File: src/hdl/unix_seconds_to_civil_date_assert.svh
// Assertion macros for the Unix seconds to civil date pipeline.
// Expects clk and rst_n in the scope of use; no other dependencies.
`ifndef UNIX_SECONDS_TO_CIVIL_DATE_ASSERT_SVH
`define UNIX_SECONDS_TO_CIVIL_DATE_ASSERT_SVH

// same-cycle implication, held off during reset
`define UCD_ASSERT_IMP(lbl, ante, cons, msg) \
  lbl: assert property (@(posedge clk) disable iff (!rst_n) (ante) |-> (cons)) \
    else $error(msg);

// next-cycle implication, held off during reset
`define UCD_ASSERT_NXT(lbl, ante, cons, msg) \
  lbl: assert property (@(posedge clk) disable iff (!rst_n) (ante) |=> (cons)) \
    else $error(msg);

`endif

File: src/hdl/ucd_pkg.sv
// Shared types, constants and the month start table for the civil date pipeline.
// No dependencies.
package ucd_pkg;

  localparam int NSTAGE = 12;

  localparam logic signed [38:0] FIRST_SEC = -39'sd62167219200;
  localparam logic signed [38:0] LAST_SEC  = 39'sd253402300799;

  // 86400 = 128 * 675: shift out the power of two, divide the rest by reciprocal
  localparam logic [9:0]  DAY_ODD    = 10'd675;
  localparam logic [30:0] RCP_DAY    = 31'((64'd1 << 40) / 64'd675);
  // offset from days since 0000-01-01 to days since 0000-03-01 plus one era
  localparam logic [21:0] DAY_OFFSET = 22'd146037;

  localparam logic [17:0] ERA_DAYS   = 18'd146097;
  localparam logic [22:0] RCP_ERA    = 23'((64'd1 << 40) / 64'd146097);
  localparam logic [10:0] QUAD_DAYS  = 11'd1460;
  localparam logic [17:0] RCP_QUAD   = 18'((64'd1 << 28) / 64'd1460);
  localparam logic [17:0] CENT_DAYS  = 18'd36524;
  localparam logic [17:0] LAST_DOE   = 18'd146096;
  localparam logic [8:0]  YEAR_DAYS  = 9'd365;
  localparam logic [19:0] RCP_YEAR   = 20'((64'd1 << 28) / 64'd365);
  localparam logic [8:0]  ERA_YEARS  = 9'd400;

  typedef logic [NSTAGE-1:0] stage_vec_t;

  typedef struct packed {
    stage_vec_t en;
    stage_vec_t vld;
  } pipe_ctl_t;

  typedef struct packed {
    logic        oor;
    logic [21:0] dayp;
  } day_word_t;

  typedef struct packed {
    logic        oor;
    logic [4:0]  era;
    logic [17:0] doe;
    logic [8:0]  yoe;
  } era_word_t;

  typedef struct packed {
    logic        oor;
    logic [13:0] year;
    logic [3:0]  month;
    logic [4:0]  dom;
  } date_word_t;

  // first day of each month in a year that starts on 1 March
  function automatic logic [8:0] month_start(input logic [3:0] mp);
    logic [8:0] s;
    case (mp)
      4'd0:    s = 9'd0;
      4'd1:    s = 9'd31;
      4'd2:    s = 9'd61;
      4'd3:    s = 9'd92;
      4'd4:    s = 9'd122;
      4'd5:    s = 9'd153;
      4'd6:    s = 9'd184;
      4'd7:    s = 9'd214;
      4'd8:    s = 9'd245;
      4'd9:    s = 9'd275;
      4'd10:   s = 9'd306;
      4'd11:   s = 9'd337;
      default: s = 9'd0;
    endcase
    return s;
  endfunction

endpackage

File: src/hdl/ucd_pipe_ctrl.sv
// Valid bits and per-stage load enables for the civil date pipeline.
// Depends on ucd_pkg.
module ucd_pipe_ctrl (
  input  logic              clk,
  input  logic              rst_n,
  input  logic              in_valid,
  input  logic              out_ready,
  output ucd_pkg::pipe_ctl_t ctl
);

  ucd_pkg::stage_vec_t vld_r;
  ucd_pkg::stage_vec_t vld_nxt;
  ucd_pkg::stage_vec_t en;

  // a stage loads when it is empty or its successor loads too
  always_comb begin
    en[ucd_pkg::NSTAGE-1] = !vld_r[ucd_pkg::NSTAGE-1] || out_ready;
    for (int i = ucd_pkg::NSTAGE - 2; i >= 0; i--) begin
      en[i] = !vld_r[i] || en[i+1];
    end
  end

  always_comb begin
    vld_nxt = vld_r;
    if (en[0]) begin
      vld_nxt[0] = in_valid;
    end
    for (int i = 1; i < ucd_pkg::NSTAGE; i++) begin
      if (en[i]) begin
        vld_nxt[i] = vld_r[i-1];
      end
    end
  end

  always_ff @(posedge clk) begin
    if (!rst_n) begin
      vld_r <= '0;
    end else begin
      vld_r <= vld_nxt;
    end
  end

  assign ctl.en  = en;
  assign ctl.vld = vld_r;

endmodule

File: src/hdl/ucd_day_div.sv
// Stages 1 to 3: range check and floor division of seconds into a shifted day count.
// Depends on ucd_pkg.
module ucd_day_div (
  input  logic                   clk,
  input  logic [2:0]             en,
  input  logic signed [38:0]     epoch_seconds,
  output ucd_pkg::day_word_t     day_word
);

  logic              s1_oor_r;
  logic [31:0]       s1_x_r;
  logic              s2_oor_r;
  logic [31:0]       s2_x_r;
  logic [21:0]       s2_q_r;
  ucd_pkg::day_word_t s3_r;

  logic              oor_nxt;
  logic [38:0]       u_nxt;
  logic [62:0]       prod_nxt;
  logic [31:0]       qm_nxt;
  logic [31:0]       rem_nxt;
  logic [21:0]       q_nxt;
  ucd_pkg::day_word_t s3_nxt;

  // seconds from 0000-01-01; valid only when in range
  assign oor_nxt  = (epoch_seconds < ucd_pkg::FIRST_SEC) ||
                    (epoch_seconds > ucd_pkg::LAST_SEC);
  assign u_nxt    = $unsigned(epoch_seconds - ucd_pkg::FIRST_SEC);

  assign prod_nxt = 63'(s1_x_r) * 63'(ucd_pkg::RCP_DAY);

  // estimate is low by at most one: fix with one compare
  assign qm_nxt   = 32'(s2_q_r) * 32'(ucd_pkg::DAY_ODD);
  assign rem_nxt  = s2_x_r - qm_nxt;
  assign q_nxt    = s2_q_r + 22'(rem_nxt >= 32'(ucd_pkg::DAY_ODD));

  always_comb begin
    s3_nxt.oor  = s2_oor_r;
    s3_nxt.dayp = q_nxt + ucd_pkg::DAY_OFFSET;
  end

  always_ff @(posedge clk) begin
    if (en[0]) begin
      s1_oor_r <= oor_nxt;
      s1_x_r   <= u_nxt[38:7];
    end
    if (en[1]) begin
      s2_oor_r <= s1_oor_r;
      s2_x_r   <= s1_x_r;
      s2_q_r   <= prod_nxt[61:40];
    end
    if (en[2]) begin
      s3_r <= s3_nxt;
    end
  end

  assign day_word = s3_r;

endmodule

File: src/hdl/ucd_era_split.sv
// Stages 4 to 9: era, day of era and year of era from the shifted day count.
// Depends on ucd_pkg.
module ucd_era_split (
  input  logic               clk,
  input  logic [5:0]         en,
  input  ucd_pkg::day_word_t day_word,
  output ucd_pkg::era_word_t era_word
);

  // stage 4
  logic        s4_oor_r;
  logic [21:0] s4_dayp_r;
  logic [4:0]  s4_e_r;
  // stage 5
  logic        s5_oor_r;
  logic [4:0]  s5_era_r;
  logic [17:0] s5_doe_r;
  // stage 6
  logic        s6_oor_r;
  logic [4:0]  s6_era_r;
  logic [17:0] s6_doe_r;
  logic [6:0]  s6_a_r;
  logic [2:0]  s6_b_r;
  logic        s6_c_r;
  // stage 7
  logic        s7_oor_r;
  logic [4:0]  s7_era_r;
  logic [17:0] s7_doe_r;
  logic [17:0] s7_n_r;
  // stage 8
  logic        s8_oor_r;
  logic [4:0]  s8_era_r;
  logic [17:0] s8_doe_r;
  logic [17:0] s8_n_r;
  logic [8:0]  s8_y_r;
  // stage 9
  ucd_pkg::era_word_t s9_r;

  logic [44:0] p_era_nxt;
  logic [21:0] em_nxt;
  logic [18:0] t_nxt;
  logic        wrap_nxt;
  logic [17:0] doe_nxt;
  logic [35:0] p_quad_nxt;
  logic [2:0]  b_nxt;
  logic [17:0] am_nxt;
  logic [17:0] ar_nxt;
  logic [6:0]  a_nxt;
  logic [18:0] n_nxt;
  logic [37:0] p_year_nxt;
  logic [17:0] ym_nxt;
  logic [17:0] yr_nxt;
  ucd_pkg::era_word_t s9_nxt;

  assign p_era_nxt = 45'(day_word.dayp) * 45'(ucd_pkg::RCP_ERA);

  // remainder below two eras: one subtract corrects the estimate
  assign em_nxt   = 22'(s4_e_r) * 22'(ucd_pkg::ERA_DAYS);
  assign t_nxt    = 19'(s4_dayp_r - em_nxt);
  assign wrap_nxt = t_nxt >= 19'(ucd_pkg::ERA_DAYS);
  assign doe_nxt  = wrap_nxt ? 18'(t_nxt - 19'(ucd_pkg::ERA_DAYS)) : 18'(t_nxt);

  // leap corrections: doe/1460 by reciprocal, doe/36524 and doe/146096 by compares
  assign p_quad_nxt = 36'(s5_doe_r) * 36'(ucd_pkg::RCP_QUAD);
  assign b_nxt = 3'(s5_doe_r >= ucd_pkg::CENT_DAYS) +
                 3'(s5_doe_r >= 18'(2 * ucd_pkg::CENT_DAYS)) +
                 3'(s5_doe_r >= 18'(3 * ucd_pkg::CENT_DAYS)) +
                 3'(s5_doe_r >= ucd_pkg::LAST_DOE);

  assign am_nxt = 18'(s6_a_r) * 18'(ucd_pkg::QUAD_DAYS);
  assign ar_nxt = s6_doe_r - am_nxt;
  assign a_nxt  = s6_a_r + 7'(ar_nxt >= 18'(ucd_pkg::QUAD_DAYS));
  assign n_nxt  = 19'(s6_doe_r) - 19'(a_nxt) + 19'(s6_b_r) - 19'(s6_c_r);

  assign p_year_nxt = 38'(s7_n_r) * 38'(ucd_pkg::RCP_YEAR);

  assign ym_nxt = 18'(s8_y_r) * 18'(ucd_pkg::YEAR_DAYS);
  assign yr_nxt = s8_n_r - ym_nxt;

  always_comb begin
    s9_nxt.oor = s8_oor_r;
    s9_nxt.era = s8_era_r;
    s9_nxt.doe = s8_doe_r;
    s9_nxt.yoe = s8_y_r + 9'(yr_nxt >= 18'(ucd_pkg::YEAR_DAYS));
  end

  always_ff @(posedge clk) begin
    if (en[0]) begin
      s4_oor_r  <= day_word.oor;
      s4_dayp_r <= day_word.dayp;
      s4_e_r    <= p_era_nxt[44:40];
    end
    if (en[1]) begin
      s5_oor_r <= s4_oor_r;
      s5_era_r <= s4_e_r + 5'(wrap_nxt);
      s5_doe_r <= doe_nxt;
    end
    if (en[2]) begin
      s6_oor_r <= s5_oor_r;
      s6_era_r <= s5_era_r;
      s6_doe_r <= s5_doe_r;
      s6_a_r   <= p_quad_nxt[34:28];
      s6_b_r   <= b_nxt;
      s6_c_r   <= (s5_doe_r == ucd_pkg::LAST_DOE);
    end
    if (en[3]) begin
      s7_oor_r <= s6_oor_r;
      s7_era_r <= s6_era_r;
      s7_doe_r <= s6_doe_r;
      s7_n_r   <= n_nxt[17:0];
    end
    if (en[4]) begin
      s8_oor_r <= s7_oor_r;
      s8_era_r <= s7_era_r;
      s8_doe_r <= s7_doe_r;
      s8_n_r   <= s7_n_r;
      s8_y_r   <= p_year_nxt[36:28];
    end
    if (en[5]) begin
      s9_r <= s9_nxt;
    end
  end

  assign era_word = s9_r;

endmodule

File: src/hdl/ucd_month_calc.sv
// Stages 10 to 12: day of year, month, day of month and civil year.
// Depends on ucd_pkg.
module ucd_month_calc (
  input  logic                clk,
  input  logic [2:0]          en,
  input  ucd_pkg::era_word_t  era_word,
  output ucd_pkg::date_word_t date_word
);

  logic        s10_oor_r;
  logic [4:0]  s10_era_r;
  logic [8:0]  s10_yoe_r;
  logic [8:0]  s10_doy_r;
  logic        s11_oor_r;
  logic [4:0]  s11_era_r;
  logic [8:0]  s11_yoe_r;
  logic [8:0]  s11_doy_r;
  logic [3:0]  s11_mp_r;
  ucd_pkg::date_word_t s12_r;

  logic [1:0]  cent_nxt;
  logic [17:0] base_nxt;
  logic [17:0] doy_nxt;
  logic [3:0]  mp_nxt;
  logic [3:0]  m_nxt;
  logic [4:0]  d_nxt;
  logic [14:0] ysum_nxt;
  ucd_pkg::date_word_t s12_nxt;

  assign cent_nxt = 2'(era_word.yoe >= 9'd100) + 2'(era_word.yoe >= 9'd200) +
                    2'(era_word.yoe >= 9'd300);
  assign base_nxt = 18'(era_word.yoe) * 18'(ucd_pkg::YEAR_DAYS) +
                    18'(era_word.yoe >> 2) - 18'(cent_nxt);
  assign doy_nxt  = era_word.doe - base_nxt;

  // month index from March: count the month starts already passed
  always_comb begin
    mp_nxt = '0;
    for (int i = 1; i < 12; i++) begin
      mp_nxt = mp_nxt + 4'(s10_doy_r >= ucd_pkg::month_start(4'(i)));
    end
  end

  assign m_nxt = (s11_mp_r < 4'd10) ? s11_mp_r + 4'd3 : s11_mp_r - 4'd9;
  assign d_nxt = 5'(s11_doy_r - ucd_pkg::month_start(s11_mp_r) + 9'd1);

  // era carries a bias of one; January and February roll into the next year
  assign ysum_nxt = 15'(s11_yoe_r) + 15'(s11_era_r) * 15'(ucd_pkg::ERA_YEARS) +
                    15'(m_nxt <= 4'd2) - 15'(ucd_pkg::ERA_YEARS);

  always_comb begin
    s12_nxt.oor = s11_oor_r;
    if (s11_oor_r) begin
      s12_nxt.year  = '0;
      s12_nxt.month = '0;
      s12_nxt.dom   = '0;
    end else begin
      s12_nxt.year  = ysum_nxt[13:0];
      s12_nxt.month = m_nxt;
      s12_nxt.dom   = d_nxt;
    end
  end

  always_ff @(posedge clk) begin
    if (en[0]) begin
      s10_oor_r <= era_word.oor;
      s10_era_r <= era_word.era;
      s10_yoe_r <= era_word.yoe;
      s10_doy_r <= doy_nxt[8:0];
    end
    if (en[1]) begin
      s11_oor_r <= s10_oor_r;
      s11_era_r <= s10_era_r;
      s11_yoe_r <= s10_yoe_r;
      s11_doy_r <= s10_doy_r;
      s11_mp_r  <= mp_nxt;
    end
    if (en[2]) begin
      s12_r <= s12_nxt;
    end
  end

  assign date_word = s12_r;

endmodule

File: src/hdl/unix_seconds_to_civil_date.sv
// Top level: Unix seconds to proleptic Gregorian year, month and day.
// Depends on ucd_pkg, ucd_pipe_ctrl, ucd_day_div, ucd_era_split, ucd_month_calc
// and unix_seconds_to_civil_date_assert.svh.
//
//   channel | ports                                   | dir | word
//   --------+-----------------------------------------+-----+-------------------------
//   in      | in_valid, in_ready, in_epoch_seconds    | in  | signed 39-bit seconds
//   out     | out_valid, out_ready, out_year, ...     | out | year, month, day, range
//
// Twelve register stages; one word enters per cycle while the output side keeps up,
// and results leave in the order their words were taken.
// Latency is set by the four reciprocal multiply-and-correct divisions.
// Reset clears the valid bits only; data registers hold whatever they had.
// A stall holds each full stage whose successor cannot load; empty stages
// still fill, so bubbles close up behind a stalled output.
module unix_seconds_to_civil_date (
  input  logic               clk,
  input  logic               rst_n,
  input  logic               in_valid,
  output logic               in_ready,
  input  logic signed [38:0] in_epoch_seconds,
  output logic               out_valid,
  input  logic               out_ready,
  output logic [13:0]        out_year,
  output logic [3:0]         out_month,
  output logic [4:0]         out_day_of_month,
  output logic               out_out_of_range
);

  ucd_pkg::pipe_ctl_t  ctl;
  ucd_pkg::day_word_t  day_word;
  ucd_pkg::era_word_t  era_word;
  ucd_pkg::date_word_t date_word;

  logic fields_zero;
  logic fields_sane;

  ucd_pipe_ctrl u_ctrl (
    .clk       (clk),
    .rst_n     (rst_n),
    .in_valid  (in_valid),
    .out_ready (out_ready),
    .ctl       (ctl)
  );

  ucd_day_div u_day_div (
    .clk           (clk),
    .en            (ctl.en[2:0]),
    .epoch_seconds (in_epoch_seconds),
    .day_word      (day_word)
  );

  ucd_era_split u_era_split (
    .clk      (clk),
    .en       (ctl.en[8:3]),
    .day_word (day_word),
    .era_word (era_word)
  );

  ucd_month_calc u_month_calc (
    .clk       (clk),
    .en        (ctl.en[11:9]),
    .era_word  (era_word),
    .date_word (date_word)
  );

  assign in_ready         = ctl.en[0];
  assign out_valid        = ctl.vld[ucd_pkg::NSTAGE-1];
  assign out_year         = date_word.year;
  assign out_month        = date_word.month;
  assign out_day_of_month = date_word.dom;
  assign out_out_of_range = date_word.oor;

  assign fields_zero = (out_year == 14'd0) && (out_month == 4'd0) &&
                       (out_day_of_month == 5'd0);
  assign fields_sane = (out_month >= 4'd1) && (out_month <= 4'd12) &&
                       (out_day_of_month != 5'd0) && (out_year <= 14'd9999);

`include "unix_seconds_to_civil_date_assert.svh"

  `UCD_ASSERT_NXT(a_take_lands, in_valid && in_ready, ctl.vld[0], "accepted word lost")
  `UCD_ASSERT_IMP(a_oor_zero, out_valid && out_out_of_range, fields_zero, "oor not zeroed")
  `UCD_ASSERT_IMP(a_date_sane, out_valid && !out_out_of_range, fields_sane, "date out of bounds")

endmodule

File: config.mk
export PLATFORM = sky130hd
export DESIGN_NAME = unix_seconds_to_civil_date
export DESIGN_NICKNAME = d
export VERILOG_FILES = /design/src/hdl/ucd_pkg.sv /design/src/hdl/ucd_pipe_ctrl.sv /design/src/hdl/ucd_day_div.sv /design/src/hdl/ucd_era_split.sv /design/src/hdl/ucd_month_calc.sv /design/src/hdl/unix_seconds_to_civil_date.sv
export VERILOG_INCLUDE_DIRS = /design/src /design/src/hdl
export SDC_FILE = /design/constraint.sdc
export NUM_CORES = 2
export LEC_CHECK = 0
export BUFFER_PORTS_ARGS = -buffer_cell sky130_fd_sc_hd__buf_4
export CORE_ASPECT_RATIO = 1.2
export CORE_UTILIZATION = 50
export CTS_CLUSTER_DIAMETER = 100
export DETAILED_ROUTE_END_ITERATION = 8
export PLACE_DENSITY = 0.7
export SLEW_MARGIN = 20
export SYNTH_ARGS = -nofsm -noshare
export SYNTH_HDL_FRONTEND = slang
export SYNTH_SLANG_ARGS = --single-unit
File: constraint.sdc
create_clock -name clk -period 11.7 [get_ports clk]
set_input_delay 0.585 -clock clk [delete_from_list [all_inputs] [get_ports clk]]
set_output_delay 0.585 -clock clk [all_outputs]
set_load 0.03 [all_outputs]
==> metrics <==
Final Hold Vio Count 0; worst hold stages 1; CTS Hold Bufs 0; Area growth, synth to finish 6.60%; post-synthesis register bit count 383; CORE AREA 121000 µm²; worst r2r path cells 35; Cells after Synth 5718; I/O Buffers 68; DR WL/cell 17.7 µm; Avg Cell Area, Syn 10.7 µm²; Worst R2R Setup Slack 2.07 ns; Die Wd 321 µm; max-cap violations 0; clock-pin slew on the worst setup and hold paths 0.07 ns; CP most frequent cell ha_1; Clk Tree Root Cell clkbuf_16; initial core utilization 0.504; Post-Syn Area 61200 µm²; first-pass GRT wire length 218000 µm; Worst Hold Path EP u_day_div.s1_x_r[2]; setup tns final 0 ns; Hold WS 0.172 ns; slew at the pin with the worst max-slew slack 1.10 ns; share of post-route cells with drive strength above 1 0.0343; DR pass1 iterations 5; GPL Wtd Cong 0.912; Critical Path RT 12.05 ns; synth cell count leaders inv_1, ha_1, fa_1; Crit. End Element flop; H-tree levels 2; Num CTS Buffers 43; clock latency on the worst-skew pair 0.61 ns; slew margin rel. 0.262; clock skew 0.0391 ns; Final nets 8098; post-synth net total 7984; Hold Path Class input pin to flop; vias in the first global route 42421; Yosys cell types 84; post-DR vias/cell 5.21; Remaining Overflow, GRT 0; CTS tree built; post-synth top area share 0.282; largest net degree at the start of global routing 56; hold_sp in_epoch_seconds[9]; antenna violations before repair 0; Final Slew Violations 0; Most used DFF post-synth edfxtp_1; Post-CTS Setup Bufs 0; critical path launch point u_era_split.s6_a_r[1]; Critical Path Fanout Max 5; reg2reg end u_era_split.s7_n_r[17]; final worst-path cycle share 0.823; Total GRT Usage 0.224; CP max stage cell a2111oi_0; RSZ-0062 raised after global routing no; via count 39084; Setup CP Type flop to flop; Startpoint Class flop; die area 124000 µm²; Crit path max-delay family adder cells; HPWL Detailed 114000 µm; outcome finished clean; slowest stage delay, CP 0.58 ns; post-cts resize count 0; Final setup viols 0; clock tree buffer depth 3; post-synth top area cell fa_1; worst reg2reg startpoint u_era_split.s6_a_r[1]; Antenna diodes 0; DRT Wirelength 133000 µm; most frequent cell after synthesis inv_1; num rows 140; max frequency 104 MHz; CP Buf/Inv Count 3; top cells by area, synth fa_1, ha_1, edfxtp_1, inv_1, xnor2_1; Die Ht 385 µm; Routed Antenna Nets 0; clock sink count 383; detailed-route DRC error count 0; asr flop ratio synth 0; min Tclk post-route 9.63 ns; DR iter-0 viols 1586; CP arrival 9.97 ns; post-synthesis sequential area ratio 0.185; num ports 69; Post-synth EDFFs 366; Yosys warning count 0
-- per-layer routing --
| layer | share of wire | wire length (µm) | global-route usage |
|---|---|---|---|
| met1 | 0.40 | 52700 | 0.262 |
| met2 | 0.54 | 71200 | 0.425 |
| met3 | 0.028 | 3670 | 0.0195 |
| met4 | 0.038 | 4990 | 0.0781 |
| met5 | 0 | 0 | 0 |
-- cell usage in the layout (no fill, tap or decap), types with 23 or more instances in the layout --
master	instances
o21ai_0	115
nand2b_1	25
nand4_1	37
edfxtp_1	366
o21a_1	27
nor2b_1	49
o21bai_1	26
a21o_1	81
inv_1	1574
nor3_1	51
xor2_1	57
buf_4	92
nand2_1	139
a21oi_1	179
nand3_1	68
nor2_1	144
fa_1	863
xnor2_1	194
a31oi_1	24
clkbuf_16	43
and3_1	23
ha_1	1360
-- through the flow --
stage,instance area (µm²),std cells,worst slack (ns),util
after floorplan,61200,5718,3.23,-
after CTS,65200,7499,2.07,0.537
after global placement,63800,7420,2.07,0.526
final,65200,7499,2.07,0.537
after detailed placement,63800,7420,2.10,0.526
after global routing,65200,7499,1.47,0.537
-- registers in the layout (all words and copies together) (netlist names), 7 cells and up, named ones only --
register                count
u_ctrl.vld_r               12
u_day_div.day_word         23
u_day_div.s1_x_r           32
u_day_div.s2_q_r           22
u_day_div.s2_x_r           32
u_era_split.era_word       24
u_era_split.s4_dayp_r      19
u_era_split.s5_doe_r       18
u_era_split.s6_a_r          7
u_era_split.s6_doe_r       18
u_era_split.s7_doe_r        9
u_era_split.s7_n_r         18
u_era_split.s8_doe_r        9
u_era_split.s8_n_r         18
u_era_split.s8_y_r          9
u_month_calc.date_word     24
u_month_calc.s10_doy_r      9
u_month_calc.s10_yoe_r      9
u_month_calc.s11_yoe_r      9
-- worst max-delay path by stage --
stage / endpoint / slack, ns / depth (start not counted)
CTS: u_era_split.s7_n_r[17] / 2.07 / 36
floorplan: u_era_split.s7_n_r[17] / 3.23 / 36
detailed placement: u_era_split.s7_n_r[17] / 2.10 / 36
finish: u_era_split.s7_n_r[17] / 2.07 / 35
global route: u_era_split.s7_n_r[17] / 1.47 / 36
global placement: u_era_split.s7_n_r[17] / 2.07 / 35
-- cells by family (layout without fill, tap and decap cells) --
group                      after synthesis  in the layout  synth area share
AOI/OAI and AO/OA                      599            599            0.0637
xor gates and xnor gates               252            252            0.0363
adders and majority gates             2223           2223             0.560
buffers and inverters                 1599           1747            0.0984
DFF                                    383            383             0.185
muxes                                   12             12           0.00213
and+or+nand+nor                        650            650            0.0540
-- layout make-up --
cell class                 count  area (µm²)
clock buffer                  51        1110
clock inverter                28         300
fill                       10625       56200
inverter                    1576        5920
multi-input combinational   3736       43900
sequential                   383       11300
tap                         1633        2040
timing repair buffer          92         691
Power is not shown: default switching activity piles up to over one toggle a cycle in this logic, so the estimate is an artifact.
